===== config.mk =====
export PLATFORM = sky130hd
export DESIGN_NAME = matrix_vector_multiply
export DESIGN_NICKNAME = d
export VERILOG_FILES = /design/src/rtl/mvm_pkg.sv /design/src/rtl/mvm_mac.sv /design/src/rtl/matrix_vector_multiply.sv
export SDC_FILE = /design/constraint.sdc
export NUM_CORES = 2
export LEC_CHECK = 0
export BUFFER_PORTS_ARGS = -buffer_cell sky130_fd_sc_hd__buf_2
export CAP_MARGIN = 10
export CORE_MARGIN = 2
export CORE_UTILIZATION = 55
export DETAILED_ROUTE_END_ITERATION = 6
export GPL_TIMING_DRIVEN = 0
export PLACE_DENSITY = 0.81
export SETUP_SLACK_MARGIN = 0.1
export SLEW_MARGIN = 30
export SYNTH_ARGS = -nofsm -noshare
export SYNTH_HDL_FRONTEND = slang
export SYNTH_SLANG_ARGS = --single-unit

===== constraint.sdc =====
create_clock -name clk -period 18.4 [get_ports clk]
set_input_delay 3.68 -clock clk [delete_from_list [all_inputs] [get_ports clk]]
set_output_delay 3.68 -clock clk [all_outputs]
set_load 0.01 [all_outputs]

===== src/rtl/mvm_pkg.sv =====
// Shared constants and types for the matrix-vector multiplier.
package mvm_pkg;

    localparam int MAX_COLS   = 256;
    localparam int COL_AW     = $clog2(MAX_COLS);
    localparam int COLS_W     = 9;
    localparam int ROWS_W     = 16;
    localparam int IDX_W      = 8;
    localparam int ELEM_W     = 16;
    localparam int PROD_W     = 2 * ELEM_W;
    localparam int SUM_W      = 40;
    localparam int CFG_IDX_W  = 1;
    localparam int CFG_DATA_W = 16;

    localparam logic [CFG_IDX_W-1:0] CFG_COLS_IN_USE = 1'd0;
    localparam logic [CFG_IDX_W-1:0] CFG_ROWS_IN_USE = 1'd1;

    localparam logic KIND_LOAD   = 1'b0;
    localparam logic KIND_MATRIX = 1'b1;

    // Row bookkeeping that travels alongside each matrix element.
    typedef struct packed {
        logic              end_of_row;
        logic              last_row;
        logic [ROWS_W-1:0] row_index;
    } row_tag_t;

endpackage


===== src/rtl/mvm_mac.sv =====
// Multiply-accumulate and result register of the matrix-vector multiplier.
module mvm_mac (
    input  logic                                clk,
    input  logic                                rst_n,
    input  logic                                advance,
    input  logic                                elem_valid,
    input  logic signed [mvm_pkg::ELEM_W-1:0]   elem_value,
    input  logic signed [mvm_pkg::ELEM_W-1:0]   vec_value,
    input  mvm_pkg::row_tag_t                   elem_tag,
    output logic                                res_valid,
    output logic        [mvm_pkg::SUM_W-1:0]    res_sum,
    output mvm_pkg::row_tag_t                   res_tag
);

    logic signed [mvm_pkg::PROD_W-1:0]   prod;
    logic        [mvm_pkg::SUM_W-1:0]    sum_reg;
    logic        [mvm_pkg::SUM_W-1:0]    sum_next;
    logic                                res_valid_reg;
    logic        [mvm_pkg::SUM_W-1:0]    res_sum_reg;
    mvm_pkg::row_tag_t                   res_tag_reg;

    // Exact Q8.24 product of the two Q4.12 operands.
    assign prod = elem_value * vec_value;

    // Sign-extend the product and add it to the running sum; wraps modulo 2^40.
    assign sum_next = sum_reg
                    + {{(mvm_pkg::SUM_W - mvm_pkg::PROD_W){prod[mvm_pkg::PROD_W-1]}},
                       prod};

    always_ff @(posedge clk or negedge rst_n)
    begin
        if (!rst_n)
        begin
            res_valid_reg <= 1'b0;
            sum_reg       <= '0;
        end
        else if (advance)
        begin
            res_valid_reg <= elem_valid && elem_tag.end_of_row;
            if (elem_valid)
            begin
                sum_reg <= elem_tag.end_of_row ? '0 : sum_next;
            end
        end
    end

    always_ff @(posedge clk)
    begin
        if (advance && elem_valid && elem_tag.end_of_row)
        begin
            res_sum_reg <= sum_next;
            res_tag_reg <= elem_tag;
        end
    end

    assign res_valid = res_valid_reg;
    assign res_sum   = res_sum_reg;
    assign res_tag   = res_tag_reg;

endmodule


===== src/rtl/matrix_vector_multiply.sv =====
// Top level of the streaming row-major matrix-vector multiplier.
//
// Load the vector first with beats whose tuser is 0: each writes one signed
// Q4.12 element into a 256-entry store at tdata's index. Then stream the
// matrix in row-major order with tuser set to 1. Every matrix beat is
// multiplied by the stored element of its column and added into a 40-bit
// Q16.24 sum; after the last column of a row one result beat carries the
// row index and dot product, with tlast on the final row of the matrix,
// after which the row count wraps and the same vector serves the next
// matrix. One beat is taken every clock cycle when the output is not
// stalled; a result is offered once the beat that ends its row has passed
// the input register (store read) and then the result register (one
// multiply-accumulate). The whole pipeline, input included, holds only
// while a result beat waits unaccepted. Every column's element must be
// loaded before it is used. cols_in_use (register 0) of 0 acts as 1 and
// above 256 acts as 256; rows_in_use (register 1) of 0 acts as 1. Write the
// registers only while no beat is in flight; they are taken every cycle.
module matrix_vector_multiply (
    input  logic        clk,
    input  logic        rst_n,
    // Input stream.
    input  logic        s_axis_tvalid,
    output logic        s_axis_tready,
    input  logic [23:0] s_axis_tdata,  // [7:0] vector_index, [23:8] element_value
    input  logic        s_axis_tuser,  // [0] kind: 0 load vector, 1 matrix element
    // Result stream.
    output logic        m_axis_tvalid,
    input  logic        m_axis_tready,
    output logic [55:0] m_axis_tdata,  // [15:0] row_index, [55:16] dot_product
    output logic        m_axis_tlast,  // last_row
    // Register writes.
    input  logic                              cfg_valid,
    output logic                              cfg_ready,
    input  logic [mvm_pkg::CFG_IDX_W-1:0]     cfg_index,
    input  logic [mvm_pkg::CFG_DATA_W-1:0]    cfg_data
);

    logic                              advance;
    logic                              beat;
    logic                              load_beat;
    logic                              elem_beat;
    logic [mvm_pkg::IDX_W-1:0]         in_index;
    logic [mvm_pkg::ELEM_W-1:0]        in_value;

    logic [mvm_pkg::COLS_W-1:0]        cols_reg;
    logic [mvm_pkg::ROWS_W-1:0]        rows_reg;
    logic [mvm_pkg::COLS_W-1:0]        cols_eff;
    logic [mvm_pkg::ROWS_W-1:0]        rows_eff;

    logic [mvm_pkg::COL_AW-1:0]        col_cnt_reg;
    logic [mvm_pkg::ROWS_W-1:0]        row_cnt_reg;
    logic                              row_done;
    logic                              is_last_row;

    logic [mvm_pkg::ELEM_W-1:0]        vec_mem [mvm_pkg::MAX_COLS];
    logic [mvm_pkg::ELEM_W-1:0]        vec_rd_reg;

    logic                              elem_valid_reg;
    logic [mvm_pkg::ELEM_W-1:0]        elem_value_reg;
    mvm_pkg::row_tag_t                 elem_tag_reg;
    mvm_pkg::row_tag_t                 elem_tag_next;

    logic [mvm_pkg::SUM_W-1:0]         res_sum;
    mvm_pkg::row_tag_t                 res_tag;

    // Whole pipeline moves together; hold everything only while a result stalls.
    assign advance       = !m_axis_tvalid || m_axis_tready;
    assign s_axis_tready = advance;
    assign beat          = s_axis_tvalid && s_axis_tready;
    assign load_beat     = beat && (s_axis_tuser == mvm_pkg::KIND_LOAD);
    assign elem_beat     = beat && (s_axis_tuser == mvm_pkg::KIND_MATRIX);
    assign in_index      = s_axis_tdata[mvm_pkg::IDX_W-1:0];
    assign in_value      = s_axis_tdata[mvm_pkg::IDX_W +: mvm_pkg::ELEM_W];

    // Register writes are always taken.
    assign cfg_ready = 1'b1;

    always_ff @(posedge clk or negedge rst_n)
    begin
        if (!rst_n)
        begin
            cols_reg <= mvm_pkg::COLS_W'(256);
            rows_reg <= mvm_pkg::ROWS_W'(256);
        end
        else if (cfg_valid)
        begin
            case (cfg_index)
                mvm_pkg::CFG_COLS_IN_USE: cols_reg <= cfg_data[mvm_pkg::COLS_W-1:0];
                mvm_pkg::CFG_ROWS_IN_USE: rows_reg <= cfg_data[mvm_pkg::ROWS_W-1:0];
                default: ;
            endcase
        end
    end

    // Clamp the programmed counts to what the store and the counters allow.
    always_comb
    begin
        if (cols_reg == '0)
        begin
            cols_eff = mvm_pkg::COLS_W'(1);
        end
        else if (cols_reg > mvm_pkg::COLS_W'(mvm_pkg::MAX_COLS))
        begin
            cols_eff = mvm_pkg::COLS_W'(mvm_pkg::MAX_COLS);
        end
        else
        begin
            cols_eff = cols_reg;
        end
        rows_eff = (rows_reg == '0) ? mvm_pkg::ROWS_W'(1) : rows_reg;
    end

    // A row ends when the column about to be used is the last one in use.
    assign row_done    = (mvm_pkg::COLS_W'(col_cnt_reg) + mvm_pkg::COLS_W'(1)) >= cols_eff;
    assign is_last_row = row_cnt_reg >= (rows_eff - mvm_pkg::ROWS_W'(1));

    always_comb
    begin
        elem_tag_next.end_of_row = row_done;
        elem_tag_next.last_row   = is_last_row;
        elem_tag_next.row_index  = row_cnt_reg;
    end

    // Column and row counters advance at the input, one matrix beat at a time.
    always_ff @(posedge clk or negedge rst_n)
    begin
        if (!rst_n)
        begin
            col_cnt_reg <= '0;
            row_cnt_reg <= '0;
        end
        else if (elem_beat)
        begin
            if (row_done)
            begin
                col_cnt_reg <= '0;
                row_cnt_reg <= is_last_row ? '0 : row_cnt_reg + mvm_pkg::ROWS_W'(1);
            end
            else
            begin
                col_cnt_reg <= col_cnt_reg + mvm_pkg::COL_AW'(1);
            end
        end
    end

    // Vector store: write on a load beat, read the current column on every advance.
    // A load always lands before any later matrix beat reads it.
    always_ff @(posedge clk)
    begin
        if (load_beat)
        begin
            vec_mem[in_index[mvm_pkg::COL_AW-1:0]] <= in_value;
        end
        if (advance)
        begin
            vec_rd_reg <= vec_mem[col_cnt_reg];
        end
    end

    // Input register, aligned with the store's read data.
    always_ff @(posedge clk or negedge rst_n)
    begin
        if (!rst_n)
        begin
            elem_valid_reg <= 1'b0;
        end
        else if (advance)
        begin
            elem_valid_reg <= elem_beat;
        end
    end

    always_ff @(posedge clk)
    begin
        if (advance)
        begin
            elem_value_reg <= in_value;
            elem_tag_reg   <= elem_tag_next;
        end
    end

    mvm_mac u_mac (
        .clk        (clk),
        .rst_n      (rst_n),
        .advance    (advance),
        .elem_valid (elem_valid_reg),
        .elem_value (elem_value_reg),
        .vec_value  (vec_rd_reg),
        .elem_tag   (elem_tag_reg),
        .res_valid  (m_axis_tvalid),
        .res_sum    (res_sum),
        .res_tag    (res_tag)
    );

    assign m_axis_tdata = {res_sum, res_tag.row_index};
    assign m_axis_tlast = res_tag.last_row;

endmodule


# Word level (Yosys, flattened, before mapping)
# Memory sizes are Yosys's and may differ from the RTL's. A register that Yosys moved wholly into a read port is not among the register bits.
# Index checks and enable logic that the tools add are counted.
[totals]
ramBits = 4096
ff_bits = 182
inputBits = 47
memories = 1
output_inout_bits = 60
wordCells = 48
[memory_table]
columns = ["name", "words", "width", "rd", "rd_clocked_by_memory_dff", "write_ports", "line", "rtl"]
rows = [
  ["vec_mem", 256, 16, 1, 1, 1, "matrix_vector_multiply.sv:55", "logic [mvm_pkg::ELEM_W-1:0] vec_mem [mvm_pkg::MAX_COLS];"],
]
[op_classes]
add_sub_neg = 5
reduce_logical = 14
mul = 1
mux = 8
bitwise = 2
magnitude_cmp = 3
[ops]
columns = ["operator", "count"]
rows = [
  ["$add 40x40->40", 1],
  ["$mux 40", 1],
  ["$mul 16x16->32", 1],
  ["$mux 16", 2],
  ["$mux 9", 2],
  ["$add 16x1->16 const B", 1],
  ["$ge 16x16->1", 1],
  ["$logic_not 16->1", 1],
  ["$sub 16x1->16 const B", 1],
  ["$add 8x1->9 const B", 1],
  ["$ge 9x9->1", 1],
  ["$gt 9x9->1 const B", 1],
  ["$logic_not 9->1", 1],
  ["$add 8x1->8 const B", 1],
  ["$mux 8", 1],
  ["$reduce_and 2->1", 4],
  ["$logic_and 1x1->1", 6],
  ["$mux 1", 2],
  ["$not 1->1", 2],
  ["$logic_not 1->1", 1],
  ["$logic_or 1x1->1", 1],
]

# Depth between registers and ports, before layout
[logic_depth]
word_depth = 6
mapped_depth = 33
mapped_depth_nobuf = 32

# Modules after synthesis
# From an unflattened synthesis, not the netlist that was laid out.
[hier_totals]
cells_unflattened = 8982
hier_area_um2 = 175398.2
[by_module_without_submodules]
columns = ["mod", "area_each_um2", "cells_each", "seq_area_each_um2", "instances"]
rows = [
  ["matrix_vector_multiply", 160418.9, 7479, 125753.1, 1],
  ["mvm_mac", 14979.4, 1503, 2767.7, 1],
]

# Worst setup path after synthesis
# No wires, ideal clock.
[synth_timing]
kind = "input-to-output"
startpoint = "in m_axis_tready"
endpoint = "out s_axis_tready"
arrival_ns = 5.354
path_slack_ns = 9.366
stages = 2
path_buffers = 1
required_time_ns = 14.720
path_cell_list = "nand2b_1 -> clkbuf_1"
[synth_via]
elab_chain_cells = 1
[synth_lines]
columns = ["item", "line", "rtl"]
rows = [
  ["start, declared", "matrix_vector_multiply.sv:28", "input logic m_axis_tready,"],
  ["$logic_or 1x1->1", "matrix_vector_multiply.sv:67", "assign advance = !m_axis_tvalid || m_axis_tready;"],
  ["end, declared", "matrix_vector_multiply.sv:23", "output logic s_axis_tready,"],
]
# Every way passes these cells.

# Final worst setup path
[layout_timing]
startpoint = "reg vec_rd_reg[2] (netlist name), read port of vec_mem"
endpoint = "reg u_mac.res_sum_reg, in the netlist u_mac.res_sum[38] (data pin)"
[layout_via]
elab_chain_cells = 2
[layout_lines]
columns = ["item", "line", "rtl"]
rows = [
  ["start, declared", "matrix_vector_multiply.sv:56", "logic [mvm_pkg::ELEM_W-1:0] vec_rd_reg;"],
  ["$mul 16x16->32", "mvm_mac.sv:23", "assign prod = elem_value * vec_value;"],
  ["$add 40x40->40", "mvm_mac.sv:27", "+ {{(mvm_pkg::SUM_W - mvm_pkg::PROD_W){prod[mvm_pkg::PROD_W-1]}},"],
  ["via u_mac.sum_next (one bit)", "mvm_mac.sv:17", "logic [mvm_pkg::SUM_W-1:0] sum_next;"],
  ["end signal, assigned", "mvm_mac.sv:51", "res_sum_reg <= sum_next;"],
  ["end, declared", "mvm_mac.sv:19", "logic [mvm_pkg::SUM_W-1:0] res_sum_reg;"],
]
# The timed path passes the listed nets, and every way through them passes these cells.
# A chain may end at the register's enable or synchronous reset.

==> results.json <==
{
  "result_of_the_run": "finished, violations left",
  "violations": "design-rule violations",
  "synth.cell_area_um2": 176000,
  "setup.worst_path.start_class": "flip-flop",
  "number_of_enable_type_register_cells_in_the_synthesized_netlist": 4203,
  "cp.buffers_inverters": 7,
  "finalSetupViolCount": 0,
  "clock_latency_ps": 1050,
  "grt_pass1_wl_mm": 771,
  "max-clock-path-buffers": 4,
  "fin_setup_tns_ps": 0,
  "synth.ff_latch_count": 4294,
  "io_pins": 107,
  "final_min_period_over_clock_period_pct": 56.2,
  "ant_nets": 0,
  "slowest_cell_delay_on_critical_path_ps": 960,
  "detail_route.iter0.violations": 17500,
  "synth-seq-area-share_pct": 72.9,
  "floorplan.core_area_um2": 318000,
  "cp_data_arrival_time_ps": 11060,
  "die_h_um": 570,
  "clk_transition_reported_paths_ps": 60,
  "synth.avg_cell_area_um2": 21.9,
  "synth.top_cells.by_count": "4,203 x edfxtp_1, 1,360 x mux4_2, 343 x nor2_1, 313 x inv_1, 269 x clkbuf_1",
  "yosys.area.top_type": "edfxtp_1",
  "endpoint_kind_of_the_worst_setup_timing_path": "flip-flop",
  "yosys-top-cells-area": "edfxtp_1 72%, mux4_2 17%, fa_1 3.0%, dfrtp_1 1.3%, ha_1 1.1%",
  "setup.worst_path.class": "reg2reg",
  "critical_path_peak_fanout": 10,
  "yosysWarnings": 0,
  "via_per_inst": 7.26,
  "cpMostUsedCell": "fa_1",
  "worst_path_dominant_cell_family": "adder cells",
  "grt_max_degree": 113,
  "layout-area-overhead-vs-synth_pct": 13.2,
  "tritoncts": "yes",
  "worstMarginPinSlew_ps": 1110,
  "first_global_vias": 95900,
  "max-cap-violations": 0,
  "post-synth-top-count-cell": "edfxtp_1",
  "rows": 207,
  "holdCritPathClass": "reg2reg",
  "grtUsageTotal_pct": 34.4,
  "num-nets-final": 9206,
  "clock.fmax_mhz": 96.7,
  "cts_post_setup_buffers_inserted": 0,
  "wirelength_mm": 557,
  "syn-instance-count": 8054,
  "route.detailed.wl_per_inst_um": 41.9,
  "final-max-slew-violation-count": 0,
  "report.final.hold_viol_count": 0,
  "ys_async_sr_fraction_pct": 2.12,
  "routed_vias": 96600,
  "detail_placement_hpwl_mm": 324,
  "die_area_um2": 325000,
  "sequential_cell_area_um2": 128000,
  "htreeDepth": 5,
  "post_cts_hold_buffer_count": 0,
  "area_of_combinational_cells_with_multiple_inputs_um2": 46000,
  "n_fill_cell": 19300,
  "crit_path_top_delay_cell": "fa_1",
  "cts-resized-gates": 0,
  "slew_headroom_pct": 25.7,
  "netlist-cell-type-count": 69,
  "port_buffers": 105,
  "layout_cells_sized_above_1_pct": 30.1,
  "grt_setup_unrepaired": "false",
  "clk_root_buffer_cell": "clkbuf_16",
  "initial_utilization_pct": 55.3,
  "primary_flip_flop_cell_chosen_by_synthesis_mapping": "edfxtp_1",
  "die_x_um": 570,
  "grt_remaining_overflow": 0,
  "grt_antenna_before_repair": 64,
  "tritoncts_buffers": 411,
  "critical_path_required_ps": 19120,
  "largest_register_ffs": 4096,
  "yosys.area.top_type_share_pct": 71.6,
  "syn-num-nets": 8517,
  "time_the_worst_path_needs_with_i_o_delays_and_setup_ps": 10340,
  "dr.pass1.iters": 7,
  "drc_errors": 1,
  "clock_sinks": 4294,
  "clock-skew-final_ps": 66.6,
  "place_congestion": 0.928
}
==> path summary, 6_finish.rpt <==
check,from,end,slack (ps),cells after the start
hold reg to reg,elem_tag_reg[10],u_mac.res_tag[10],420,0
setup / recovery,vec_rd_reg[2],u_mac.res_sum[38],8060,29
max in group asynchronous,rst_n,rows_reg[8],15100,2
setup reg to reg,vec_rd_reg[2],u_mac.res_sum[38],8060,29
hold / removal,elem_tag_reg[10],u_mac.res_tag[10],420,0
min in group asynchronous,rst_n,u_mac.sum_reg[1],2570,1
==> per-stage QoR <==
step	cells	utilization [%]	setup WS (ps)	hold WS (ps)	instance area [um^2]
floorplan	8054	-	9370	400	176000
global placement	12300	57.1	6570	404	182000
detailed placement	12500	58.4	8110	405	186000
CTS	13300	62.6	8090	422	199000
global route	13300	62.6	7590	432	199000
finish	13300	62.6	8060	421	199000
==> cells by family (layout without fill, tap and decap cells) <==
group           after synthesis  in the layout  synth area share [%]
flops                      4294           4294                  72.9
other cells                   1             36               0.00213
buf+inv                     714           1743                  1.62
fa+ha+maj                   416            416                  4.08
xor+xnor                     90             90                 0.455
mux                        1387           1387                  17.6
simple gates                842            842                  2.17
compound gates              310            310                  1.18
==> per-layer routing <==
layer	routed length (um)	vias to the layer above	global-route usage [%]
met5	247	-	0.0892
met4	49200	38	23.6
met3	78900	2325	10.8
met2	261000	10200	53.6
met1	168000	49400	41.2
li1	-	34500	-
==> placed cells by master (no fill, tap or decap), types with 25 or more instances in the layout <==
cell type  instances
inv_1            313
nor2_2           157
xor2_1            25
buf_16            46
mux4_2          1360
clkinv_1          89
buf_8             33
a22o_1            35
and2_1           128
clkinv_2          84
buf_6            107
nand3_1           26
clkbuf_2          69
nor2_4           101
ha_1             153
a21o_1            38
nand2_1          212
bufinv_16         27
dfrtp_1           89
clkbuf_1         272
diode_2           35
a21oi_1           74
edfxtp_1        4203
buf_2            205
nor2_1            85
mux2_2            25
fa_1             263
clkbuf_16        420
o21ai_0           58
xnor2_1           64
==> final cells by class <==
type / instances / share of cell area, %
clock inverter: 246 / 1.11
clock buffer: 507 / 5.47
inverter: 314 / 0.591
timing repair buffer: 276 / 1.73
multi-input combinational: 3046 / 23.1
antenna: 35 / 0.0439
buffer: 400 / 0.909
sequential: 4294 / 64.4
tap: 4180 / 2.62
Power is left out: the tool's default activity adds up to more than one toggle a clock period on the data nets, which glitch-free logic cannot reach.
